===== src/hdl/glsw_pkg.sv =====
// ----------------------------------------------------------------------------
// glsw_pkg
// Shared types, widths and constants of the Gaussian local similarity warp.
// ----------------------------------------------------------------------------
package glsw_pkg;

  // Default values of the top-level parameters.
  localparam int unsigned EXP_TABLE_DEPTH_DEF = 256;
  localparam int unsigned COORD_WIDTH_DEF     = 16;

  // Register stages from the input word to the output register.
  localparam int unsigned NUM_STAGES = 9;

  // Configuration register widths.
  localparam int unsigned ROT_W      = 16;
  localparam int unsigned OFS_W      = 20;
  localparam int unsigned CTR_W      = 16;
  localparam int unsigned FALL_W     = 24;
  localparam int unsigned CFG_IDX_W  = 3;
  localparam int unsigned CFG_DATA_W = 24;

  // Distance magnitude that still gets squared, squares and their clamped sum.
  localparam int unsigned DIST_W = 17;
  localparam int unsigned SQ_W   = 2 * DIST_W;
  localparam int unsigned S_W    = SQ_W + 1;

  // Falloff weight, unsigned Q1.15.
  localparam int unsigned F_W = 16;

  // Configuration register indexes.
  typedef enum logic [CFG_IDX_W-1:0] {
    CFG_ROT_COS     = 3'd0,
    CFG_ROT_SIN     = 3'd1,
    CFG_OFFSET_X    = 3'd2,
    CFG_OFFSET_Y    = 3'd3,
    CFG_CENTER_X    = 3'd4,
    CFG_CENTER_Y    = 3'd5,
    CFG_FALLOFF_INV = 3'd6
  } cfg_index_e;

  // Reset values of the configuration registers.
  localparam logic [ROT_W-1:0] ROT_COS_RST = 16'h4000;

  // Configuration register file.
  typedef struct packed {
    logic signed [ROT_W-1:0]  rot_cos;
    logic signed [ROT_W-1:0]  rot_sin;
    logic signed [OFS_W-1:0]  offset_x;
    logic signed [OFS_W-1:0]  offset_y;
    logic signed [CTR_W-1:0]  center_x;
    logic signed [CTR_W-1:0]  center_y;
    logic        [FALL_W-1:0] falloff_inv;
  } glsw_cfg_t;

  // Width of the transformed coordinate in Q.4 for a given coordinate width.
  function automatic int unsigned v2_width(input int unsigned cw);
    int unsigned prod_w;
    prod_w = (cw + 16 > 33) ? cw + 16 : 33;
    return prod_w + 2 - 14;
  endfunction

endpackage


===== src/hdl/glsw_ctrl.sv =====
// ----------------------------------------------------------------------------
// glsw_ctrl
// Valid bits and stage load enables of the warp pipeline.
// ----------------------------------------------------------------------------
module glsw_ctrl (
  input  logic                            clk_i,
  input  logic                            rst_ni,
  input  logic                            in_valid_i,
  output logic                            in_ready_o,
  output logic                            out_valid_o,
  input  logic                            out_ready_i,
  output logic [glsw_pkg::NUM_STAGES-1:0] stage_ld_o
);
  import glsw_pkg::*;

  logic [NUM_STAGES-1:0] valid_q, valid_d;
  logic [NUM_STAGES-1:0] ready;

  // A stage loads when it is empty or its word moves on, so bubbles collapse.
  always_comb begin
    ready[NUM_STAGES-1] = !valid_q[NUM_STAGES-1] || out_ready_i;
    for (int k = NUM_STAGES - 2; k >= 0; k--) begin
      ready[k] = !valid_q[k] || ready[k+1];
    end
  end

  // Valid bits travel with the data.
  always_comb begin
    valid_d[0] = ready[0] ? in_valid_i : valid_q[0];
    for (int k = 1; k < NUM_STAGES; k++) begin
      valid_d[k] = ready[k] ? valid_q[k-1] : valid_q[k];
    end
  end

  always_ff @(posedge clk_i or negedge rst_ni) begin
    if (!rst_ni) begin
      valid_q <= '0;
    end else begin
      valid_q <= valid_d;
    end
  end

  assign in_ready_o  = ready[0];
  assign out_valid_o = valid_q[NUM_STAGES-1];
  assign stage_ld_o  = ready;

`ifndef ASSERT_OFF
  // An accepted word always occupies the first stage afterwards.
  a_accept_lands: assert property (@(posedge clk_i) disable iff (!rst_ni)
    in_valid_i && in_ready_o |=> valid_q[0])
    else $error("accepted word did not enter the pipeline");

  // The input side only stalls when every stage holds a word.
  a_stall_full: assert property (@(posedge clk_i) disable iff (!rst_ni)
    !in_ready_o |-> (&valid_q))
    else $error("input stalled while the pipeline has a bubble");

  // A stalled word in the stage before the output is never dropped.
  a_hold_word: assert property (@(posedge clk_i) disable iff (!rst_ni)
    valid_q[NUM_STAGES-2] && !ready[NUM_STAGES-1] |=> valid_q[NUM_STAGES-2])
    else $error("stalled word lost before the output register");
`endif

endmodule


===== config.mk =====
export PLATFORM = sky130hd
export DESIGN_NAME = glsw_ctrl
export DESIGN_NICKNAME = d
export VERILOG_FILES = /design/src/hdl/glsw_pkg.sv /design/src/hdl/glsw_ctrl.sv
export SDC_FILE = /design/constraint.sdc
export NUM_CORES = 1
export LEC_CHECK = 0
export BUFFER_PORTS_ARGS = -buffer_cell sky130_fd_sc_hd__clkbuf_2
export CAP_MARGIN = 20
export CORE_AREA = 8 8 45 47
export DETAILED_ROUTE_END_ITERATION = 8
export DIE_AREA = 0 0 53 55
export GPL_TIMING_DRIVEN = 0
export PLACE_DENSITY = 0.52
export SYNTH_ARGS = -nofsm -noshare
export SYNTH_HDL_FRONTEND = slang
export SYNTH_SLANG_ARGS = --single-unit

===== constraint.sdc =====
create_clock -name clk_i -period 1.2 [get_ports clk_i]
set_input_delay 0.24 -clock clk_i [delete_from_list [all_inputs] [get_ports clk_i]]
set_output_delay 0.24 -clock clk_i [all_outputs]
set_load 0.005 [all_outputs]

==> results.toml <==
[synthesis]
syn_area_per_cell_um2 = 12.06
ys_seq_elements = 9
muxShareOfSynthArea_pct = 0
synthCells = 33
synth-compound-area-share_pct = 13.21
synth_fa_ha_area_share_pct = 0
synthXorXnorAreaFrac_pct = 0
ys.flop_type = "dfrtp_1"
syn_area_um2 = 397.9
synth_edf_count = 0
yosys.cell_types.count = 16
ys_seq_area_share_pct = 56.60
async_flop_share_pct = 100.0
yosysWarnings = 0
synthSimpleGateAreaFrac_pct = 20.44
syn_nets = 37
synth_top_family_by_area = "simple AND/OR/NAND/NOR gates"

[critical_path]
worstPathArrival_ns = 1.25
slowest_delay_ns = 0.38
ff2ff_path_depth = 4
path_max_fanout = 5
worstPathCellList = "and4b_2 > buf_4 > nand3_1 > clkbuf_2"
cp_slowest_cell = "dfrtp_1"
cp.required_ns = 0.96
worstSetupStartpointType = "flop"
worstSetupEndpointType = "primary output"
critPathKind = "reg2out"

[power]
pwr-share-comb_pct = 36.5
switchingPower_uw = 282.7
internal-power_uw = 679.6
seqPwrFrac_pct = 40.1
switching_share_pct = 29.38
p_leak_uw = 0.0002860
pwr-share-clk_pct = 23.3
power_density_nw_per_um2 = 1633
ir_worst_vdd_uv = 696.0

[clocking]
tritoncts = "done"
cts.sinks = 9
clockBufferDepth = 2
clockRootBuffer = "clkbuf_4"
cts_buffers = 3
clk_pin_slew_ns = 0.06
clk_latency_ns = 0.25
ctsHtreeMaxLevel = 1

[drt]
dr.pass1.iters = 4
drc = 0
drtIter0Drc = 6
routed_wl_um = 935
vias = 359
ant_nets = 0
viasPerCell = 4.724
wire_per_inst_um = 12.30

[sta]
timing.final.crit_share_pct = 124.0
hold_ws_ns = 0.1753
setup_slack_ns = -0.2876
slew_violations = 0
rsz0062_at_grt = "true"
setup_viol = 13
clock_skew_ns = 0.002275
hold_violations = 0
fin_crit_ns = 1.488
tightest_slew_ns = 0.2224
maxSlewHeadroom_pct = 85.17
fmax_mhz = 672.2

[placed_design]
place.port_buffers = 14
place.gp.congestion = 0.7146
post-dp-hpwl_um = 661.3

[grt]
grt_pass1_wl_um = 1490
grt_antenna_before_repair = 0
grt_max_degree = 10
grt_overflow = 0
grt_pass1_vias = 344
grtUsageTotal_pct = 7.198

[status]
failed_checks = "setup timing"
status = "finished, violations left"

[layout]
top_regs = "valid_q (9)"
drive_gt1_share_pct = 56.67
multi_input_area_um2 = 142.6
fin_util_pct = 42.59
largest_reg_flops = 9
diodes = 0
layout.nets = 65
top_register = "valid_q"
fillerInstances = 130
area_growth_pct = 48.11
seq_area_um2 = 226.5

[die]
start_util_pct = 28.75
coreArea_um2 = 1384
rows = 14
floorplan.io_pins = 15
die_area_um2 = 2915
die_h_um = 55
fp.dieW_um = 53

[hold_path]
hold_class = "in2reg"
whs_path_depth = 2

[run]
maxCapViolations = 0
[area by class of cell]
class / instances / area share (%)
clock buffers: 4 / 4.459
multi-input cells: 19 / 24.20
well taps: 16 / 3.397
inverters: 1 / 0.6369
flip-flops and latches: 9 / 38.43
plain buffers: 1 / 1.274
repair buffers: 26 / 27.60
[cells in the mapped netlist, types with 2 or more instances]
master	instances	area (um^2)
a21o_1	2	15.01
a31o_2	2	17.52
a41o_1	2	20.02
buf_6	2	22.52
dfrtp_1	9	225.2
nand2_1	2	7.510
nand2b_1	3	18.77
nand3_1	2	10.01
nand4_1	2	12.51
[critical path: cells and delay by family, from the launching register on]
kind                   cells  cell delay, ns
and+or+nand+nor            2            0.35
DFF                        1            0.38
buffers and inverters      2            0.27
[what timing repair did]
item | 4_1_cts | 5_1_grt
gates resized for setup | 4 | 4
hold buffers | 1 | 0
hold endpoints to repair | 9 | 0
buffers inserted | 9 | 2
pin swaps | 3 | 2
endpoints found under the setup margin | 8 | 14
[metrics by stage]
step	setup TNS, ns	power [uW]	std cells	cell area [um^2]	setup WS (ns)
after CTS	-2.959	987.8	76	595.6	-0.3396
final	-2.415	962.3	76	589.3	-0.2876
after global placement	-0.6762	655.2	63	488.0	-0.2320
after detailed placement	-0.7007	660.1	63	488.0	-0.2344
after global routing	-3.206	1046	76	589.3	-0.3611
after floorplan	-0.1123	560.3	33	397.9	-0.1123
[logic make-up after synthesis]
| kind of cell | Yosys count |
|---|---|
| and+or+nand+nor | 13 |
| DFF | 9 |
| AOI/OAI and AO/OA | 6 |
| buffers and inverters | 5 |
[layer usage]
metal | global-route usage [%] | wire, um
met1 | 8.179 | 447
met4 | 6.466 | 0
met5 | 0 | 0
met2 | 10.35 | 438
met3 | 2.674 | 49
[path summary, 6_finish.rpt]
check	end	from	slack [ns]
worst min-delay path	valid_q[0]$_DFFE_PN0P_	in_valid_i	0.18
worst max register to register	valid_q[0]$_DFFE_PN0P_	valid_q[7]$_DFFE_PN0P_	-0.08
min in group asynchronous	valid_q[1]$_DFFE_PN0P_	rst_ni	0.37
worst max-delay path	stage_ld_o[1]	valid_q[7]$_DFFE_PN0P_	-0.29
max in group asynchronous	valid_q[5]$_DFFE_PN0P_	rst_ni	0.63
worst min register to register	valid_q[8]$_DFFE_PN0P_	valid_q[7]$_DFFE_PN0P_	0.49
[placed cells by master, fill, tap and decap left out, drive strengths merged]
master,count
nand2,2
and4,1
and4b,1
nand4,2
a21o,2
nand2b,3
buf,15
inv,1
nand3,2
or2,1
nand3b,1
a41o,2
clkbuf,15
dlygate4sd3,1
dfrtp,9
a31o,2
[power groups by stage]
| stage | Combinational [uW] | Sequential (uW) | Clock (uW) |
|---|---|---|---|
| 2_1_floorplan | 157 | 403 | 0 |
| 3_3_place_gp | 237 | 418 | 0 |
| 3_5_place_dp | 240 | 420 | 0 |
| 4_1_cts | 365 | 386 | 237 |
| 5_1_grt | 388 | 393 | 264 |
| 6_report | 352 | 386 | 224 |
No activity file was read; power rests on OpenSTA's default activity.
