File: src/hdl/glsw_pkg.sv
// ----------------------------------------------------------------------------
// glsw_pkg
// Shared types, widths and constants of the Gaussian local similarity warp.
// ----------------------------------------------------------------------------
package glsw_pkg;

  // Default values of the top-level parameters.
  localparam int unsigned EXP_TABLE_DEPTH_DEF = 256;
  localparam int unsigned COORD_WIDTH_DEF     = 16;

  // Register stages from the input word to the output register.
  localparam int unsigned NUM_STAGES = 9;

  // Configuration register widths.
  localparam int unsigned ROT_W      = 16;
  localparam int unsigned OFS_W      = 20;
  localparam int unsigned CTR_W      = 16;
  localparam int unsigned FALL_W     = 24;
  localparam int unsigned CFG_IDX_W  = 3;
  localparam int unsigned CFG_DATA_W = 24;

  // Distance magnitude that still gets squared, squares and their clamped sum.
  localparam int unsigned DIST_W = 17;
  localparam int unsigned SQ_W   = 2 * DIST_W;
  localparam int unsigned S_W    = SQ_W + 1;

  // Falloff weight, unsigned Q1.15.
  localparam int unsigned F_W = 16;

  // Configuration register indexes.
  typedef enum logic [CFG_IDX_W-1:0] {
    CFG_ROT_COS     = 3'd0,
    CFG_ROT_SIN     = 3'd1,
    CFG_OFFSET_X    = 3'd2,
    CFG_OFFSET_Y    = 3'd3,
    CFG_CENTER_X    = 3'd4,
    CFG_CENTER_Y    = 3'd5,
    CFG_FALLOFF_INV = 3'd6
  } cfg_index_e;

  // Reset values of the configuration registers.
  localparam logic [ROT_W-1:0] ROT_COS_RST = 16'h4000;

  // Configuration register file.
  typedef struct packed {
    logic signed [ROT_W-1:0]  rot_cos;
    logic signed [ROT_W-1:0]  rot_sin;
    logic signed [OFS_W-1:0]  offset_x;
    logic signed [OFS_W-1:0]  offset_y;
    logic signed [CTR_W-1:0]  center_x;
    logic signed [CTR_W-1:0]  center_y;
    logic        [FALL_W-1:0] falloff_inv;
  } glsw_cfg_t;

  // Width of the transformed coordinate in Q.4 for a given coordinate width.
  function automatic int unsigned v2_width(input int unsigned cw);
    int unsigned prod_w;
    prod_w = (cw + 16 > 33) ? cw + 16 : 33;
    return prod_w + 2 - 14;
  endfunction

endpackage

File: src/hdl/glsw_geom.sv
// ----------------------------------------------------------------------------
// glsw_geom
// Inverse similarity transform and squared distance terms, two stages.
// ----------------------------------------------------------------------------
module glsw_geom #(
  parameter int unsigned COORD_WIDTH = glsw_pkg::COORD_WIDTH_DEF
) (
  input  logic                                                 clk_i,
  input  logic [1:0]                                           ld_i,
  input  glsw_pkg::glsw_cfg_t                                  cfg_i,
  input  logic signed [COORD_WIDTH-1:0]                        point_x_i,
  input  logic signed [COORD_WIDTH-1:0]                        point_y_i,
  output logic signed [COORD_WIDTH-1:0]                        v_x_o,
  output logic signed [COORD_WIDTH-1:0]                        v_y_o,
  output logic signed [glsw_pkg::v2_width(COORD_WIDTH)-1:0]    v2_x_o,
  output logic signed [glsw_pkg::v2_width(COORD_WIDTH)-1:0]    v2_y_o,
  output logic [glsw_pkg::SQ_W-1:0]                            sq_x_o,
  output logic [glsw_pkg::SQ_W-1:0]                            sq_y_o,
  output logic                                                 far_o
);
  import glsw_pkg::*;

  localparam int unsigned PW    = COORD_WIDTH + ROT_W;
  localparam int unsigned V2_W  = v2_width(COORD_WIDTH);
  localparam int unsigned SUM_W = V2_W + 14;
  localparam int unsigned DX_W  = ((COORD_WIDTH > DIST_W) ? COORD_WIDTH : DIST_W) + 1;
  localparam logic [SUM_W-1:0] RND_HALF = {{(SUM_W - 14){1'b0}}, 1'b1, 13'd0};

  // Stage 0: matrix products and distance magnitudes.
  logic signed [PW-1:0]          ax_q, by_q, ay_q, bx_q;
  logic signed [PW-1:0]          ax_d, by_d, ay_d, bx_d;
  logic signed [COORD_WIDTH-1:0] vx0_q, vy0_q;
  logic signed [DX_W-1:0]        dx, dy;
  logic        [DX_W-1:0]        mag_x, mag_y;
  logic        [DIST_W-1:0]      adx_q, ady_q;
  logic                          far0_q, far0_d;

  always_comb begin
    ax_d   = $signed(cfg_i.rot_cos) * point_x_i;
    by_d   = $signed(cfg_i.rot_sin) * point_y_i;
    ay_d   = $signed(cfg_i.rot_cos) * point_y_i;
    bx_d   = $signed(cfg_i.rot_sin) * point_x_i;
    dx     = DX_W'(point_x_i) - DX_W'($signed(cfg_i.center_x));
    dy     = DX_W'(point_y_i) - DX_W'($signed(cfg_i.center_y));
    mag_x  = dx[DX_W-1] ? (~dx + 1'b1) : dx;
    mag_y  = dy[DX_W-1] ? (~dy + 1'b1) : dy;
    far0_d = (|mag_x[DX_W-1:DIST_W]) || (|mag_y[DX_W-1:DIST_W]);
  end

  always_ff @(posedge clk_i) begin
    if (ld_i[0]) begin
      ax_q   <= ax_d;
      by_q   <= by_d;
      ay_q   <= ay_d;
      bx_q   <= bx_d;
      vx0_q  <= point_x_i;
      vy0_q  <= point_y_i;
      adx_q  <= mag_x[DIST_W-1:0];
      ady_q  <= mag_y[DIST_W-1:0];
      far0_q <= far0_d;
    end
  end

  // Stage 1: add offsets with rounding, square the distance components.
  logic [SUM_W-1:0] sum_x, sum_y;

  always_comb begin
    sum_x = SUM_W'(ax_q) + SUM_W'(by_q) + (SUM_W'($signed(cfg_i.offset_x)) << 14) + RND_HALF;
    sum_y = SUM_W'(ay_q) - SUM_W'(bx_q) + (SUM_W'($signed(cfg_i.offset_y)) << 14) + RND_HALF;
  end

  always_ff @(posedge clk_i) begin
    if (ld_i[1]) begin
      v_x_o  <= vx0_q;
      v_y_o  <= vy0_q;
      v2_x_o <= $signed(sum_x[SUM_W-1:14]);
      v2_y_o <= $signed(sum_y[SUM_W-1:14]);
      sq_x_o <= adx_q * adx_q;
      sq_y_o <= ady_q * ady_q;
      far_o  <= far0_q;
    end
  end

endmodule

File: config.mk
export PLATFORM = sky130hd
export DESIGN_NAME = glsw_geom
export DESIGN_NICKNAME = d
export VERILOG_FILES = /design/src/hdl/glsw_pkg.sv /design/src/hdl/glsw_geom.sv
export SDC_FILE = /design/constraint.sdc
export NUM_CORES = 2
export LEC_CHECK = 0
export ABC_AREA = 0
export BUFFER_PORTS_ARGS = -buffer_cell sky130_fd_sc_hd__buf_2
export CORE_ASPECT_RATIO = 0.8
export CORE_UTILIZATION = 45
export DETAILED_ROUTE_END_ITERATION = 16
export GPL_ROUTABILITY_DRIVEN = 0
export PLACE_DENSITY = 0.69
export SETUP_SLACK_MARGIN = 0.1
export SLEW_MARGIN = 20
export SYNTH_ARGS = -nofsm -noshare
export SYNTH_HDL_FRONTEND = slang
export SYNTH_SLANG_ARGS = --single-unit
File: constraint.sdc
create_clock -name clk_i -period 12.6 [get_ports clk_i]
set_clock_uncertainty 0.15 [all_clocks]
set_input_delay 0.63 -clock clk_i [delete_from_list [all_inputs] [get_ports clk_i]]
set_output_delay 0.63 -clock clk_i [all_outputs]
set_load 0.005 [all_outputs]
==> results.py <==
metrics = {
    "run": {
        "maxCapViolations": 0,
    },
    "drt": {
        "via_per_inst": 5.09,
        "ant_nets": 0,
        "drc_errors": 0,
        "wirelength_um": 168000,
        "drtIter0Drc": 3123,
        "vias": 48800,
        "first_pass_iters": 6,
        "post_drt_wl_per_cell_um": 17.5,
    },
    "layout": {
        "drive_gt1_frac": 0.0575,
        "fin_nets": 9737,
        "area_growth_pct": 6.90,
    },
    "hold_path": {
        "min_to": "sq_x_o[17]",
        "min_path_type": "in -> reg",
        "min_path_cells": 1,
        "hold_path.startpoint": "ld_i[1]",
    },
    "place": {
        "place_hpwl_um": 133000,
        "portBuffers": 279,
    },
    "floorplan": {
        "dieArea_sq_um": 161000,
        "ios": 306,
        "core_area_sq_um": 157000,
        "row_count": 130,
        "die_x_um": 448,
        "start_util": 0.455,
        "die_y_um": 359,
    },
    "outcome": {
        "status": "complete, no violations",
    },
    "timing": {
        "setup_violations": 0,
        "drv_slew": 0,
        "rsz0062_at_grt": "false",
        "worstMarginPinSlew_ns": 1.20,
        "relSlewSlack": 0.199,
        "fin_tns_setup_ns": 0,
        "post-route-min-period_ns": 7.70,
        "finalHoldViolations": 0,
        "clock.fmax_mhz": 130,
        "period_share": 0.611,
    },
    "critical_path": {
        "end_kind": "register",
        "reg2reg_from": "adx_q[11]",
        "path_delay_family": "adder cells",
        "path_buf_inv": 4,
        "critPathRequiredTime_ns": 12.61,
        "rr_worst_depth": 22,
        "start_kind": "input pin",
        "worst_ep_arrival_time_ns": 7.72,
        "path_cells": "buf_2 -> nand2_1 -> inv_1 -> fa_1 -> fa_1 -> fa_1 -> fa_1 -> fa_1 -> inv_1 -> fa_1 -> inv_1 -> ha_1 -> nand2_1 -> nor2_1 -> nand3_1 -> a21oi_1 -> o21ai_0 -> a21oi_1 -> mux2i_1 -> o2111ai_1",
        "crit_type": "in -> reg",
        "crit_path_max_incr_delay_ns": 0.98,
        "rrSetupSlack_ns": 5.16,
        "critPathSlowestCell": "fa_1",
        "regToRegEndpoint": "sq_x_o[32]",
        "path_common_cell": "fa_1",
        "crit_fanout": 32,
    },
    "logic_synthesis": {
        "synth_top_cell_area_share": 0.411,
        "synth_cell_type_count": 76,
        "synth_seq_cells": 336,
        "synth_flop_cell": "edfxtp_1",
        "ys_warn_count": 0,
        "ys_async_sr_fraction": 0,
        "avgSynthCellArea_sq_um": 9.78,
        "synth_area_leaders": "fa_1 (41%), edfxtp_1 (14%), ha_1 (12%)",
        "synth_top_cell_by_area": "fa_1",
        "synth_edf_count": 336,
        "synthCells": 7324,
        "synth_area_sq_um": 71600,
        "synth.most_common_cell": "inv_1",
        "ys_top_cells_by_count": "inv_1 (1852), fa_1 (1470), nand2_1 (709), ha_1 (667), and2_1 (617)",
        "ys_seq_area_frac": 0.141,
    },
    "global_routing": {
        "grt_usage": 0.218,
        "grt_start_max_net_pins": 73,
        "grt_overflow_total": 0,
        "grt_pass1_wl_um": 279000,
        "grt_pass1_vias": 52700,
        "grt_antenna_before_repair": 28,
    },
    "clocking": {
        "htreeDepth": 2,
        "cts_resized": 0,
        "clkSinkCount": 336,
        "max-clock-path-buffers": 3,
        "cts_tree": "done",
        "cts_root_buffer": "clkbuf_16",
        "cts_setup_buffers": 0,
        "cts-buffers-inserted": 47,
        "cts_hold_repair.buffers": 0,
        "clkSlewWorstSetupHoldPaths_ns": 0.06,
        "clk-insertion-delay-late_ns": 0.67,
    },
}
## per-layer routing
metal / track usage / share of wire
met5: 0 / 0.00045
met3: 0.0302 / 0.061
met2: 0.353 / 0.46
met4: 0.0590 / 0.030
met1: 0.307 / 0.44
## logic make-up after synthesis
group | after synthesis | share of synthesized area
AND/OR/NAND/NOR | 1802 | 0.125
buffers and inverters | 2104 | 0.110
AO/OA/AOI/OAI | 642 | 0.0594
flip-flops | 336 | 0.141
XOR/XNOR | 297 | 0.0363
multiplexers | 5 | 0.000734
other | 1 | 0.0000524
adder cells (fa/ha/maj) | 2137 | 0.527
## cell type report
type	count	area, sq um
fill	14600	80900
multi-input combinational	4886	53600
sequential	336	10100
inverter	1852	6950
tap	2112	2640
timing repair buffer	314	1680
clock buffer	50	1190
clock inverter	37	359
antenna	10	25.0
## per-stage QoR
step	std cells	hold WS [ns]	util	instance area, sq um	setup slack, ns
2_1_floorplan	7326	0.250	-	71600	5.76
3_3_place_gp	9500	0.253	0.476	75000	4.55
3_5_place_dp	9500	0.255	0.476	75000	4.31
4_1_cts	9587	0.196	0.486	76500	5.04
5_1_grt	9592	0.229	0.486	76500	4.63
6_report	9597	0.222	0.486	76600	4.90
## flip-flops by register name, summed over array words and instances, names as in the netlist, 17 cells and up
register / flops
adx_q: 17
ady_q: 17
ax_q: 32
ay_q: 32
bx_q: 32
by_q: 32
sq_x_o: 33
sq_y_o: 33
v2_x_o: 21
v2_y_o: 21
## layout by cell type, fill, tap and decap left out, drive strengths merged, types with 16 or more instances in the layout
master / synthesis / routed
inv: 1852 / 1859
fa: 1470 / 1470
nand2: 709 / 709
ha: 667 / 667
and2: 617 / 617
edfxtp: 336 / 336
buf: 7 / 314
xnor2: 236 / 236
nor2: 201 / 201
a21oi: 178 / 178
o21ai: 120 / 120
a21o: 92 / 92
xor2: 61 / 61
clkbuf: 245 / 50
nor3: 48 / 48
nand3: 48 / 48
o21a: 40 / 40
nand2b: 40 / 40
nor2b: 39 / 39
a211oi: 30 / 30
o21bai: 28 / 28
clkinv: 0 / 23
and3: 18 / 18
o211ai: 18 / 18
a31oi: 17 / 17
or3: 16 / 16
## worst max-delay path by stage
| stage | slack (ns) | to | cells past startpoint | startpoint |
|---|---|---|---|---|
| 2_1_floorplan | 5.76 | ax_q[22] | 23 | point_x_i[7] |
| 3_3_place_gp | 4.55 | ax_q[30] | 20 | cfg_i[127] |
| 3_5_place_dp | 4.31 | ax_q[30] | 20 | cfg_i[127] |
| 4_1_cts | 5.04 | ax_q[30] | 20 | cfg_i[127] |
| 5_1_grt | 4.63 | sq_x_o[32] | 24 | adx_q[11] |
| 6_report | 4.90 | ax_q[30] | 20 | cfg_i[127] |
Power is not shown: default switching activity piles up to over one toggle a cycle in this logic, so the estimate is an artifact.
