## src/hdl/glsw_pkg.sv

```systemverilog
// ----------------------------------------------------------------------------
// glsw_pkg
// Shared types, widths and constants of the Gaussian local similarity warp.
// ----------------------------------------------------------------------------
package glsw_pkg;

  // Default values of the top-level parameters.
  localparam int unsigned EXP_TABLE_DEPTH_DEF = 256;
  localparam int unsigned COORD_WIDTH_DEF     = 16;

  // Register stages from the input word to the output register.
  localparam int unsigned NUM_STAGES = 9;

  // Configuration register widths.
  localparam int unsigned ROT_W      = 16;
  localparam int unsigned OFS_W      = 20;
  localparam int unsigned CTR_W      = 16;
  localparam int unsigned FALL_W     = 24;
  localparam int unsigned CFG_IDX_W  = 3;
  localparam int unsigned CFG_DATA_W = 24;

  // Distance magnitude that still gets squared, squares and their clamped sum.
  localparam int unsigned DIST_W = 17;
  localparam int unsigned SQ_W   = 2 * DIST_W;
  localparam int unsigned S_W    = SQ_W + 1;

  // Falloff weight, unsigned Q1.15.
  localparam int unsigned F_W = 16;

  // Configuration register indexes.
  typedef enum logic [CFG_IDX_W-1:0] {
    CFG_ROT_COS     = 3'd0,
    CFG_ROT_SIN     = 3'd1,
    CFG_OFFSET_X    = 3'd2,
    CFG_OFFSET_Y    = 3'd3,
    CFG_CENTER_X    = 3'd4,
    CFG_CENTER_Y    = 3'd5,
    CFG_FALLOFF_INV = 3'd6
  } cfg_index_e;

  // Reset values of the configuration registers.
  localparam logic [ROT_W-1:0] ROT_COS_RST = 16'h4000;

  // Configuration register file.
  typedef struct packed {
    logic signed [ROT_W-1:0]  rot_cos;
    logic signed [ROT_W-1:0]  rot_sin;
    logic signed [OFS_W-1:0]  offset_x;
    logic signed [OFS_W-1:0]  offset_y;
    logic signed [CTR_W-1:0]  center_x;
    logic signed [CTR_W-1:0]  center_y;
    logic        [FALL_W-1:0] falloff_inv;
  } glsw_cfg_t;

  // Width of the transformed coordinate in Q.4 for a given coordinate width.
  function automatic int unsigned v2_width(input int unsigned cw);
    int unsigned prod_w;
    prod_w = (cw + 16 > 33) ? cw + 16 : 33;
    return prod_w + 2 - 14;
  endfunction

endpackage

```

## src/hdl/glsw_blend.sv

```systemverilog
// ----------------------------------------------------------------------------
// glsw_blend
// Weighted blend of the point and its transform, with output saturation.
// ----------------------------------------------------------------------------
module glsw_blend #(
  parameter int unsigned COORD_WIDTH = glsw_pkg::COORD_WIDTH_DEF
) (
  input  logic                                              clk_i,
  input  logic [6:0]                                        ld_i,
  input  logic signed [COORD_WIDTH-1:0]                     v_x_i,
  input  logic signed [COORD_WIDTH-1:0]                     v_y_i,
  input  logic signed [glsw_pkg::v2_width(COORD_WIDTH)-1:0] v2_x_i,
  input  logic signed [glsw_pkg::v2_width(COORD_WIDTH)-1:0] v2_y_i,
  input  logic [glsw_pkg::F_W-1:0]                          f_i,
  output logic signed [COORD_WIDTH-1:0]                     warped_x_o,
  output logic signed [COORD_WIDTH-1:0]                     warped_y_o
);
  import glsw_pkg::*;

  localparam int unsigned V2_W  = v2_width(COORD_WIDTH);
  localparam int unsigned D_W   = V2_W + 1;
  localparam int unsigned M_W   = D_W + F_W + 1;
  localparam int unsigned R_W   = M_W - 15;
  localparam int unsigned O_W   = R_W + 1;
  localparam int unsigned DLY_N = 4;
  localparam logic [M_W-1:0] RND_HALF = {{(M_W - 15){1'b0}}, 1'b1, 14'd0};
  localparam logic signed [O_W-1:0] SAT_HI =
    {{(O_W - COORD_WIDTH + 1){1'b0}}, {(COORD_WIDTH - 1){1'b1}}};
  localparam logic signed [O_W-1:0] SAT_LO = ~SAT_HI;

  // Stages 2 to 5: coordinates wait while the weight is worked out.
  logic signed [COORD_WIDTH-1:0] vx_dly_q  [DLY_N];
  logic signed [COORD_WIDTH-1:0] vy_dly_q  [DLY_N];
  logic signed [V2_W-1:0]        v2x_dly_q [DLY_N];
  logic signed [V2_W-1:0]        v2y_dly_q [DLY_N];

  always_ff @(posedge clk_i) begin
    if (ld_i[0]) begin
      vx_dly_q[0]  <= v_x_i;
      vy_dly_q[0]  <= v_y_i;
      v2x_dly_q[0] <= v2_x_i;
      v2y_dly_q[0] <= v2_y_i;
    end
    for (int k = 1; k < DLY_N; k++) begin
      if (ld_i[k]) begin
        vx_dly_q[k]  <= vx_dly_q[k-1];
        vy_dly_q[k]  <= vy_dly_q[k-1];
        v2x_dly_q[k] <= v2x_dly_q[k-1];
        v2y_dly_q[k] <= v2y_dly_q[k-1];
      end
    end
  end

  // Stage 6: displacement of the transformed point.
  logic signed [COORD_WIDTH-1:0] vx6_q, vy6_q;
  logic signed [D_W-1:0]         dx6_q, dy6_q;

  always_ff @(posedge clk_i) begin
    if (ld_i[4]) begin
      vx6_q <= vx_dly_q[DLY_N-1];
      vy6_q <= vy_dly_q[DLY_N-1];
      dx6_q <= D_W'(v2x_dly_q[DLY_N-1]) - D_W'(vx_dly_q[DLY_N-1]);
      dy6_q <= D_W'(v2y_dly_q[DLY_N-1]) - D_W'(vy_dly_q[DLY_N-1]);
    end
  end

  // Stage 7: displacement times the weight.
  logic signed [COORD_WIDTH-1:0] vx7_q, vy7_q;
  logic signed [M_W-1:0]         mx7_q, my7_q;
  logic signed [F_W:0]           f_s;

  assign f_s = $signed({1'b0, f_i});

  always_ff @(posedge clk_i) begin
    if (ld_i[5]) begin
      vx7_q <= vx6_q;
      vy7_q <= vy6_q;
      mx7_q <= f_s * dx6_q;
      my7_q <= f_s * dy6_q;
    end
  end

  // Stage 8: round, add to the point and saturate.
  logic [M_W-1:0]        mx_r, my_r;
  logic signed [O_W-1:0] ox, oy, ox_sat, oy_sat;

  always_comb begin
    mx_r = mx7_q + RND_HALF;
    my_r = my7_q + RND_HALF;
    ox   = $signed(O_W'(vx7_q) + O_W'($signed(mx_r[M_W-1:15])));
    oy   = $signed(O_W'(vy7_q) + O_W'($signed(my_r[M_W-1:15])));
    if (ox > SAT_HI) begin
      ox_sat = SAT_HI;
    end else if (ox < SAT_LO) begin
      ox_sat = SAT_LO;
    end else begin
      ox_sat = ox;
    end
    if (oy > SAT_HI) begin
      oy_sat = SAT_HI;
    end else if (oy < SAT_LO) begin
      oy_sat = SAT_LO;
    end else begin
      oy_sat = oy;
    end
  end

  always_ff @(posedge clk_i) begin
    if (ld_i[6]) begin
      warped_x_o <= ox_sat[COORD_WIDTH-1:0];
      warped_y_o <= oy_sat[COORD_WIDTH-1:0];
    end
  end

endmodule

```

## config.mk

```make
export PLATFORM = sky130hd
export DESIGN_NAME = glsw_blend
export DESIGN_NICKNAME = d
export VERILOG_FILES = /design/src/hdl/glsw_pkg.sv /design/src/hdl/glsw_blend.sv
export SDC_FILE = /design/constraint.sdc
export NUM_CORES = 2
export LEC_CHECK = 0
export BUFFER_PORTS_ARGS = -buffer_cell sky130_fd_sc_hd__buf_2
export CAP_MARGIN = 10
export CORE_ASPECT_RATIO = 2
export CORE_UTILIZATION = 40
export DETAILED_ROUTE_END_ITERATION = 6
export PLACE_DENSITY = 0.54
export SLEW_MARGIN = 0
export SYNTH_ARGS = -nofsm -noshare
export SYNTH_HDL_FRONTEND = slang
export SYNTH_SLANG_ARGS = --single-unit
```

## constraint.sdc

```tcl
create_clock -name clk_i -period 6.9 [get_ports clk_i]
set_input_delay 0.345 -clock clk_i [delete_from_list [all_inputs] [get_ports clk_i]]
set_output_delay 0.345 -clock clk_i [all_outputs]
set_load 0.02 [all_outputs]
```

==> summary.txt <==
Run status
  – Status: completed

Clock tree
  – Clock transition at the registers of the reported paths: 80 ps
  – Root Driver: clkbuf_16
  – CTS tree: yes
  – Clock tree sinks: 486
  – Clock buffer depth: 3
  – H-tree depth: 2
  – Clk_lat worst skew: 600 ps
  – CTS Buf Count: 45

Yosys
  – Most frequent cell after synthesis: inv_1
  – Register area share after synthesis: 0.328
  – Asr flop ratio synth: 0
  – Synth top cells by count: 863 x inv_1, 698 x fa_1, 509 x nand2_1
  – Synth top area share: 0.328
  – Synth warnings: 0
  – Synth area leaders: edfxtp_1 33%, fa_1 31%, ha_1 7.9%
  – Syn avg cell area: 11.1 um2
  – Unique cell type count in the Yosys netlist: 65
  – Gate count after technology mapping: 4006
  – Number of synthesized flops with an enable pin: 486
  – Cell taking the most area after synthesis: edfxtp_1
  – Cell Area, Synth: 0.0445 mm2
  – Yosys reg bits: 486
  – Synth Flop Type: edfxtp_1
  – Synth Net Count: 5084

Min path
  – WHS Path Cells: 1
  – Hold Startpoint: ld_i[2]
  – HP Class: in -> reg

STA
  – Slew @ Worst Pin: 987 ps
  – Crit path time final: 6720 ps
  – Max_slew headroom: 0.342
  – Clk_skew: 37.8 ps
  – Fmax: 0.149 GHz
  – RSZ-0062 raised after global routing: true
  – Final Hold Viols: 0
  – Tcrit/Tclk final: 0.973
  – Final setup viols: 0
  – Slew Limit Fails: 0

Die
  – Initial Util: 0.404
  – Total core area: 0.110 mm2
  – Row Count: 172
  – Die Wd: 238 um
  – IO Count: 130
  – Die Area: 0.113 mm2
  – Die span in y: 474 um

GRT
  – Largest net degree at the start of global routing: 63
  – Total Routing Usage GR: 0.202
  – Grt total ovfl: 0
  – Initial antenna violation count: 1
  – First-pass GRT wire length: 172000 um
  – Number of global-route vias before repair: 31815

Layout
  – Number of fill cells: 10413
  – Area delta synth->final: 14.2%
  – Multi-input logic area: 0.0263 mm2
  – Final core area utilization: 0.462
  – Sequential Area: 0.0146 mm2
  – Layout cell share with drive strength beyond 1: 0.0998
  – Final nets: 5412

Setup path
  – Buf/Inv on CP: 4
  – R2R cell count: 22
  – RR Startpoint: dx6_q[10]
  – WP depth: 22
  – Critical Path Most Common Cell: fa_1
  – Max incr delay on CP: 630 ps
  – Worst setup EP type: flip-flop
  – CP required: 7270 ps
  – CP delay by family, top: adder cells
  – CP Max Fanout: 8
  – Worst Setup Start Kind: flip-flop
  – CP max stage cell: fa_1
  – Type of the worst setup path: reg -> reg
  – CP Launch Point: dx6_q[10]
  – Worst Path Arrival: 7090 ps
  – CP Cell Sequence: and2_4, fa_1, inv_1, fa_1, fa_1, inv_1, fa_1, fa_1, inv_1, fa_1, inv_1, ha_1, a21oi_2, o21ai_0, a221oi_2, nand2b_4, nand2_1, a211o_1, a41o_1, o41a_1, a21oi_1, xnor2_1

Routing
  – First-pass DRT Iterations: 5
  – Initial DRC Count: 1008
  – DRC Markers: 0
  – WL per Instance: 18.6 um
  – Vias: 28367
  – Routed Antenna Nets: 0
  – WL final: 109000 um
  – Vias per Instance: 4.85

Job
  – Max_cap viols: 0

Placement
  – Hpwl dp: 89800 um
  – Port Buf Inserts: 129
  – Final GP Congestion: 0.918
-- layout make-up --
class                   count  area share
repair buffers            407      0.0653
multi-input cells        2531       0.516
inverters                 863      0.0637
flip-flops and latches    486       0.287
diodes                      1   0.0000492
clock inverters            31     0.00843
well taps                1479      0.0364
clock buffers              51      0.0230
-- worst reg2reg max path, delay by kind of cell (launching register included) --
kind,cells,cell delay [ps]
adder cells (fa/ha/maj),7,3370
AO/OA/AOI/OAI,7,1710
flip-flops,1,570
AND/OR/NAND/NOR,3,500
buffers and inverters,4,240
XOR/XNOR,1,80
-- worst paths after layout --
| check | to | slack [ps] |
|---|---|---|
| worst min register to register | vy7_q[12] | 410 |
| worst min-delay path | v2x_dly_q[2][2] | 100 |
| worst max-delay path | mx7_q[38] | 180 |
| worst max register to register | mx7_q[38] | 180 |
-- repair_timing --
item / CTS / global route
pin swaps: 0 / 7
buffers inserted: 2 / 10
resized for setup: 0 / 17
setup endpoints to repair: 1 / 11
endpoints found under the hold margin: 74 / 0
hold buffers: 74 / 0
-- routing by layer --
metal / vias up / track usage / share of wire
li1: 13140 / - / -
met2: 540 / 0.405 / 0.58
met4: 0 / 0.124 / 0.069
met5: - / 0 / 0
met3: 246 / 0.0141 / 0.023
met1: 14441 / 0.197 / 0.33
-- stage by stage --
step                      instance area (um2)  hold slack [ps]  std cells  TNS, ps  worst slack (ps)
final                                   50900              101       5849        0               183
after global routing                    50900             93.0       5849     -144              -111
after CTS                               50700             64.9       5837        0              15.2
after detailed placement                48400              405       5679    -74.4             -71.4
after global placement                  48400              400       5679        0              18.6
after floorplan                         44500              400       4006        0               183
-- logic make-up after synthesis --
kind of cell,count (synthesis),share of synthesized area
adder cells (fa/ha/maj),980,0.393
AO/OA/AOI/OAI,332,0.0502
buffers and inverters,989,0.0836
AND/OR/NAND/NOR,1051,0.113
XOR/XNOR,165,0.0324
flip-flops,486,0.328
multiplexers,3,0.000730
-- sequential cells by signal (all words and copies together), names as in the netlist, 22 cells and up --
name       cells
my7_q         25
v2y_dly_q     84
dy6_q         22
v2x_dly_q     84
mx7_q         25
vy_dly_q      64
vx_dly_q      64
dx6_q         22
-- placed cells by master, fill, tap and decap left out, types with 5 or more instances in the layout --
master / instances
o21ai_0: 51
a31oi_1: 8
or3_1: 9
clkinv_2: 5
a21o_1: 69
xor2_1: 50
nor3_1: 27
a211o_1: 5
o21a_1: 30
nand2b_1: 29
clkbuf_1: 5
nand2_1: 508
a211oi_1: 11
a21oi_1: 86
and4_1: 7
bufinv_16: 7
buf_4: 178
o211ai_1: 9
and3_1: 21
clkinv_1: 5
buf_12: 31
buf_2: 123
nor2b_1: 19
clkbuf_16: 46
xnor2_1: 115
nand4_1: 10
nand3_1: 36
nor2_1: 97
a31o_2: 6
edfxtp_1: 486
dlygate4sd3_1: 74
inv_1: 863
ha_1: 282
and2_1: 268
nor4_1: 8
fa_1: 696
Power is left out: the tool's default activity adds up to more than one toggle a clock period on the data nets, which glitch-free logic cannot reach.
