<file path="src/hdl/glsw_pkg.sv">
// ----------------------------------------------------------------------------
// glsw_pkg
// Shared types, widths and constants of the Gaussian local similarity warp.
// ----------------------------------------------------------------------------
package glsw_pkg;

  // Default values of the top-level parameters.
  localparam int unsigned EXP_TABLE_DEPTH_DEF = 256;
  localparam int unsigned COORD_WIDTH_DEF     = 16;

  // Register stages from the input word to the output register.
  localparam int unsigned NUM_STAGES = 9;

  // Configuration register widths.
  localparam int unsigned ROT_W      = 16;
  localparam int unsigned OFS_W      = 20;
  localparam int unsigned CTR_W      = 16;
  localparam int unsigned FALL_W     = 24;
  localparam int unsigned CFG_IDX_W  = 3;
  localparam int unsigned CFG_DATA_W = 24;

  // Distance magnitude that still gets squared, squares and their clamped sum.
  localparam int unsigned DIST_W = 17;
  localparam int unsigned SQ_W   = 2 * DIST_W;
  localparam int unsigned S_W    = SQ_W + 1;

  // Falloff weight, unsigned Q1.15.
  localparam int unsigned F_W = 16;

  // Configuration register indexes.
  typedef enum logic [CFG_IDX_W-1:0] {
    CFG_ROT_COS     = 3'd0,
    CFG_ROT_SIN     = 3'd1,
    CFG_OFFSET_X    = 3'd2,
    CFG_OFFSET_Y    = 3'd3,
    CFG_CENTER_X    = 3'd4,
    CFG_CENTER_Y    = 3'd5,
    CFG_FALLOFF_INV = 3'd6
  } cfg_index_e;

  // Reset values of the configuration registers.
  localparam logic [ROT_W-1:0] ROT_COS_RST = 16'h4000;

  // Configuration register file.
  typedef struct packed {
    logic signed [ROT_W-1:0]  rot_cos;
    logic signed [ROT_W-1:0]  rot_sin;
    logic signed [OFS_W-1:0]  offset_x;
    logic signed [OFS_W-1:0]  offset_y;
    logic signed [CTR_W-1:0]  center_x;
    logic signed [CTR_W-1:0]  center_y;
    logic        [FALL_W-1:0] falloff_inv;
  } glsw_cfg_t;

  // Width of the transformed coordinate in Q.4 for a given coordinate width.
  function automatic int unsigned v2_width(input int unsigned cw);
    int unsigned prod_w;
    prod_w = (cw + 16 > 33) ? cw + 16 : 33;
    return prod_w + 2 - 14;
  endfunction

endpackage

</file>
<file path="src/hdl/glsw_weight.sv">
// ----------------------------------------------------------------------------
// glsw_weight
// Gaussian falloff weight from the squared distance, five stages.
// ----------------------------------------------------------------------------
module glsw_weight #(
  parameter int unsigned EXP_TABLE_DEPTH = glsw_pkg::EXP_TABLE_DEPTH_DEF
) (
  input  logic                         clk_i,
  input  logic [4:0]                   ld_i,
  input  logic [glsw_pkg::SQ_W-1:0]    sq_x_i,
  input  logic [glsw_pkg::SQ_W-1:0]    sq_y_i,
  input  logic                         far_i,
  input  logic [glsw_pkg::FALL_W-1:0]  falloff_inv_i,
  output logic [glsw_pkg::F_W-1:0]     f_o
);
  import glsw_pkg::*;

  localparam int unsigned IDX_W  = $clog2(EXP_TABLE_DEPTH);
  localparam int unsigned DEP_W  = $clog2(EXP_TABLE_DEPTH + 1);
  localparam int unsigned LO_W   = 18;
  localparam int unsigned HI_W   = S_W - LO_W;
  localparam int unsigned PLO_W  = LO_W + FALL_W;
  localparam int unsigned PHI_W  = HI_W + FALL_W;
  localparam int unsigned PROD_W = PHI_W + LO_W;
  localparam logic [S_W-1:0]   S_MAX   = {1'b1, {(S_W - 1){1'b0}}};
  localparam logic [DEP_W-1:0] DEPTH_C = DEP_W'(EXP_TABLE_DEPTH);

  // Table argument step 2^29/depth as a whole part and a remainder.
  localparam logic [63:0] Y_DEN    = 64'(EXP_TABLE_DEPTH);
  localparam logic [63:0] Y_STEP_Q = (64'd1 << 29) / 64'(EXP_TABLE_DEPTH);
  localparam logic [63:0] Y_STEP_R = (64'd1 << 29) % 64'(EXP_TABLE_DEPTH);

  typedef logic [F_W-1:0] exp_tab_t [EXP_TABLE_DEPTH];

  // exp(-16*i/depth) in UQ1.15: Taylor series of e^-y, then squared six times.
  // The argument y = floor(i * 2^29 / depth) is stepped from entry to entry.
  function automatic exp_tab_t build_exp_table();
    exp_tab_t    tab;
    logic [63:0] y, y_rem, term, pos, neg, r;
    y     = 64'd0;
    y_rem = 64'd0;
    for (int i = 0; i < int'(EXP_TABLE_DEPTH); i++) begin
      term = 64'd1 << 31;
      pos  = term;
      term = (term * y) >> 31;                neg  = term;
      term = ((term * y) >> 31) / 64'd2;      pos += term;
      term = ((term * y) >> 31) / 64'd3;      neg += term;
      term = ((term * y) >> 31) / 64'd4;      pos += term;
      term = ((term * y) >> 31) / 64'd5;      neg += term;
      term = ((term * y) >> 31) / 64'd6;      pos += term;
      term = ((term * y) >> 31) / 64'd7;      neg += term;
      term = ((term * y) >> 31) / 64'd8;      pos += term;
      term = ((term * y) >> 31) / 64'd9;      neg += term;
      term = ((term * y) >> 31) / 64'd10;     pos += term;
      term = ((term * y) >> 31) / 64'd11;     neg += term;
      term = ((term * y) >> 31) / 64'd12;     pos += term;
      r = (pos > neg) ? pos - neg : 64'd0;
      if (r > (64'd1 << 31)) r = 64'd1 << 31;
      for (int k = 0; k < 6; k++) begin
        r = (r * r + (64'd1 << 30)) >> 31;
      end
      r = (r + (64'd1 << 15)) >> 16;
      if (r > 64'd32768) r = 64'd32768;
      tab[i] = r[F_W-1:0];
      // Advance the argument to the next entry.
      y     = y + Y_STEP_Q;
      y_rem = y_rem + Y_STEP_R;
      if (y_rem >= Y_DEN) begin
        y_rem = y_rem - Y_DEN;
        y     = y + 64'd1;
      end
    end
    return tab;
  endfunction

  localparam exp_tab_t EXP_TAB = build_exp_table();

  // Stage 2: sum of squares, clamped to 2^34.
  logic [S_W-1:0] s_sum, s_q;

  always_comb begin
    s_sum = S_W'(sq_x_i) + S_W'(sq_y_i);
    if (far_i || (s_sum[S_W-1] && (|s_sum[S_W-2:0]))) begin
      s_sum = S_MAX;
    end
  end

  always_ff @(posedge clk_i) begin
    if (ld_i[0]) begin
      s_q <= s_sum;
    end
  end

  // Stage 3: scale by the falloff in two partial products.
  logic [PLO_W-1:0] plo_q;
  logic [PHI_W-1:0] phi_q;

  always_ff @(posedge clk_i) begin
    if (ld_i[1]) begin
      plo_q <= s_q[LO_W-1:0] * falloff_inv_i;
      phi_q <= s_q[S_W-1:LO_W] * falloff_inv_i;
    end
  end

  // Stage 4: merge partial products; the argument halves into Q.28.
  logic [PROD_W-1:0] prod;
  logic [31:0]       t_q;
  logic              zero4_q;

  assign prod = {phi_q, {LO_W{1'b0}}} + PROD_W'(plo_q);

  always_ff @(posedge clk_i) begin
    if (ld_i[2]) begin
      t_q     <= prod[32:1];
      zero4_q <= |prod[PROD_W-1:33];
    end
  end

  // Stage 5: table index floor(t * depth / 2^32).
  logic [31+DEP_W:0] idx_prod;
  logic [IDX_W-1:0]  idx_q;
  logic              zero5_q;

  assign idx_prod = t_q * DEPTH_C;

  always_ff @(posedge clk_i) begin
    if (ld_i[3]) begin
      idx_q   <= idx_prod[32 +: IDX_W];
      zero5_q <= zero4_q;
    end
  end

  // Stage 6: table read; arguments of 16 and above give zero weight.
  always_ff @(posedge clk_i) begin
    if (ld_i[4]) begin
      f_o <= zero5_q ? '0 : EXP_TAB[idx_q];
    end
  end

endmodule

</file>
<file path="config.mk">
export PLATFORM = sky130hd
export DESIGN_NAME = glsw_weight
export DESIGN_NICKNAME = d
export VERILOG_FILES = /design/src/hdl/glsw_pkg.sv /design/src/hdl/glsw_weight.sv
export SDC_FILE = /design/constraint.sdc
export NUM_CORES = 2
export LEC_CHECK = 0
export BUFFER_PORTS_ARGS = -buffer_cell sky130_fd_sc_hd__buf_2
export CAP_MARGIN = 10
export CORE_MARGIN = 3
export CORE_UTILIZATION = 65
export CTS_CLUSTER_DIAMETER = 30
export DETAILED_ROUTE_END_ITERATION = 12
export PLACE_DENSITY = 0.84
export SYNTH_ARGS = -nofsm -noshare
export SYNTH_HDL_FRONTEND = slang
export SYNTH_SLANG_ARGS = --single-unit
</file>
<file path="constraint.sdc">
create_clock -name clk_i -period 16.7 [get_ports clk_i]
set_clock_uncertainty 0.15 [all_clocks]
set_input_delay 0.835 -clock clk_i [delete_from_list [all_inputs] [get_ports clk_i]]
set_output_delay 0.835 -clock clk_i [all_outputs]
set_load 0.005 [all_outputs]
</file>
==> impl_results.md <==
- Grt ovf: 0
- Total number of vias: 28810
- Reg2reg start: s_q[21]
- Core Rows: 85
- Max-cap violation count: 0
- Clock sinks: 134
- Cell taking the most area after synthesis: fa_1
- Number of global-route vias before repair: 30666
- Post-Syn Instances: 4122
- Synth warnings: 0
- DIE HEIGHT: 242 um
- Drt drc: 0
- Distinct cells, synth: 81
- Fmax: 130 MHz
- # Post-CTS Setup Buffers: 0
- DRT Pass-1 Iters: 8
- Port buffer count: 114
- Status: completed
- Synthesized area: 0.0361 mm2
- Setup crit end kind: flop
- Fin. Hold Viols: 0
- Layout area overhead: 4.51%
- Core footprint: 0.0543 mm2
- Max-slew headroom: 21.2%
- Critical path type: reg2reg
- Seq/Total Area, Yosys: 11.2%
- Clock Tree Root: clkbuf_16
- Die area: 0.0583 mm2
- Period minus WS final: 7.70 ns
- Via-to-Cell Ratio: 5.95
- Synth Area per Inst: 8.75 um2
- Ranking of synthesized cells by area: fa_1 (38%), edfxtp_1 (11%), ha_1 (10%)
- Share of post-route cells with drive strength above 1: 5.27%
- Period utilisation layout: 46.1%
- TritonCTS clock tree: done
- N_diodes: 0
- Min-Delay Path Depth: 0
- Final weighted congestion in routability-driven placement: 0.955
- Yosys reg bits: 134
- Placed cells: 4808
- Htree depth: 4
- 1st-iter DRT viols: 2284
- Drt total wl: 90500 um
- Slew @ Worst Pin: 1.18 ns
- Asr flop ratio synth: 0%
- EDFF count, synth: 134
- Post_cts resized: 0
- CTS Hold Bufs: 0
- R2R Setup Slk: 9.00 ns
- Hpwl dp: 68600 um
- Worst hold path endpoint: idx_q[0]
- Yosys top cell area share: 37.8%
- Critical path peak fanout: 24
- Critical Path RT: 16.79 ns
- Final setup vio count: 0
- CTS Buf Count: 17
- Max Slew Vio Count: 0
- Initial Utilization: 66.3%
- Pin count of the biggest net entering global routing: 82
- Net Count, Synth: 5201
- Worst Hold Slack: 0.272 ns
- Worst Path Arrival: 7.79 ns
- Die X: 242 um
- R2R Path End: phi_q[39]
- Avg WL per Cell: 18.7 um
- Global-route wire length before repair: 151000 um
- Worst min path class: reg2reg
- Worst-path clk slew: 0.08 ns
- Final nets: 5167
- Post-DRT Antenna Nets: 0
- RSZ-0062 raised after global routing: false
- Deepest clock path buffer count: 2
- Antenna violations before repair: 3
- Post-route insts no fill: 4840
- Reg2Reg Depth: 21
- TNS Setup: 0 ns
- Tot GR Track Use: 32.1%
- Skew-Pair Late Insertion Delay: 0.49 ns
- Hold path startpoint: t_q[24]
- Ports: 115
- Worst setup SP type: flop
- Main synth FF type: edfxtp_1
==> layer usage <==
layer | part of all wire, % | track usage [%]
met5 | 0.040 | 0
met2 | 48 | 53.9
met4 | 4.9 | 15.7
met1 | 38 | 40.3
met3 | 8.9 | 5.99
==> flip-flops by register name, summed over array words and instances (netlist names) <==
signal   count
f_o         16
idx_q        8
zero4_q      1
zero5_q      1
t_q          8
plo_q       24
s_q         35
phi_q       41
==> worst max-delay path by stage <==
stage	depth (start not counted)	start	end
floorplan	25	falloff_inv_i[10]	plo_q[41]
global route	21	s_q[21]	phi_q[39]
detailed placement	24	falloff_inv_i[12]	plo_q[41]
global placement	24	falloff_inv_i[12]	plo_q[41]
CTS	21	s_q[21]	phi_q[39]
finish	21	s_q[21]	phi_q[39]
==> synth_stat cells, types with 6 or more instances <==
cell / n
a31oi_1: 20
buf_1: 9
fa_1: 680
nor4_1: 13
nand4_1: 20
xnor2_1: 58
o211ai_1: 26
ha_1: 300
mux2i_1: 9
nor2b_1: 18
o21bai_1: 15
a211o_1: 7
a311oi_1: 11
edfxtp_1: 134
o21ai_1: 10
a21boi_0: 6
o22ai_1: 8
nand2_1: 635
a211oi_1: 17
and2_1: 331
nor2_1: 135
or3_1: 7
nor3b_1: 8
or2_2: 8
clkbuf_1: 198
a21o_1: 53
a21oi_1: 156
o311ai_0: 8
and3_1: 19
inv_1: 869
o31ai_1: 9
a2111oi_0: 9
o21ai_0: 88
xor2_1: 31
o21a_1: 22
nand2b_1: 14
nand3_1: 36
nor3_1: 32
==> through the flow <==
| stage | area (um2) | worst slack, ns | util, % |
|---|---|---|---|
| floorplan | 36100 | 9.36 | - |
| global placement | 37100 | 8.72 | 68.2 |
| detailed placement | 37100 | 8.56 | 68.2 |
| CTS | 37700 | 9.06 | 69.3 |
| global route | 37700 | 8.65 | 69.3 |
| finish | 37700 | 9.00 | 69.3 |
==> cells by family (layout without fill, tap and decap cells) <==
group / after synthesis / after routing / synth area share (%)
AND/OR/NAND/NOR: 1296 / 1296 / 17.1
XOR/XNOR: 89 / 89 / 2.16
buffers and inverters: 1080 / 1059 / 11.3
adder cells (fa/ha/maj): 980 / 980 / 48.2
AO/OA/AOI/OAI: 528 / 528 / 9.63
multiplexers: 15 / 15 / 0.562
flip-flops: 134 / 134 / 11.2
==> area by class of cell <==
| type | count | area [um2] |
|---|---|---|
| Inverter | 870 | 3270 |
| Timing Repair Buffer | 157 | 893 |
| Fill cell | 4183 | 16700 |
| Sequential cell | 134 | 4020 |
| Clock buffer | 17 | 425 |
| Clock inverter | 15 | 175 |
| Multi-Input combinational cell | 2908 | 28000 |
| Tap cell | 739 | 925 |
==> critical path: stages (launching register included) <==
cell	delay (ns)
edfxtp_1	1.12
nand2_1	0.18
fa_1	0.52
fa_1	0.58
fa_1	0.46
fa_1	0.54
inv_1	0.05
fa_1	0.48
inv_1	0.05
fa_1	0.49
inv_1	0.05
ha_1	0.35
a21o_1	0.20
a21oi_1	0.14
nor2b_1	0.06
a211o_1	0.37
a221oi_1	0.61
o21ba_2	0.29
o21bai_1	0.09
a31oi_1	0.33
nor3_1	0.09
a211o_1	0.23
==> placed cells by master, fill, tap and decap left out, types with 9 or more instances in the layout <==
cell type / instances
o21ai_0: 88
o21a_1: 22
ha_1: 300
nand3_1: 36
o21ai_1: 10
nor4_1: 13
o211ai_1: 26
o31ai_1: 9
a21o_1: 53
nand2_1: 635
mux2i_1: 9
xnor2_1: 58
buf_2: 114
nor3_1: 32
and2_1: 331
o21bai_1: 15
inv_1: 869
a2111oi_0: 9
clkbuf_16: 17
nand4_1: 20
a311oi_1: 11
a31oi_1: 20
nor2_1: 135
edfxtp_1: 134
nand2b_1: 14
nor2b_1: 18
and3_1: 19
fa_1: 680
buf_4: 43
a211oi_1: 17
xor2_1: 31
a21oi_1: 156
Power is not shown: default switching activity piles up to over one toggle a cycle in this logic, so the estimate is an artifact.
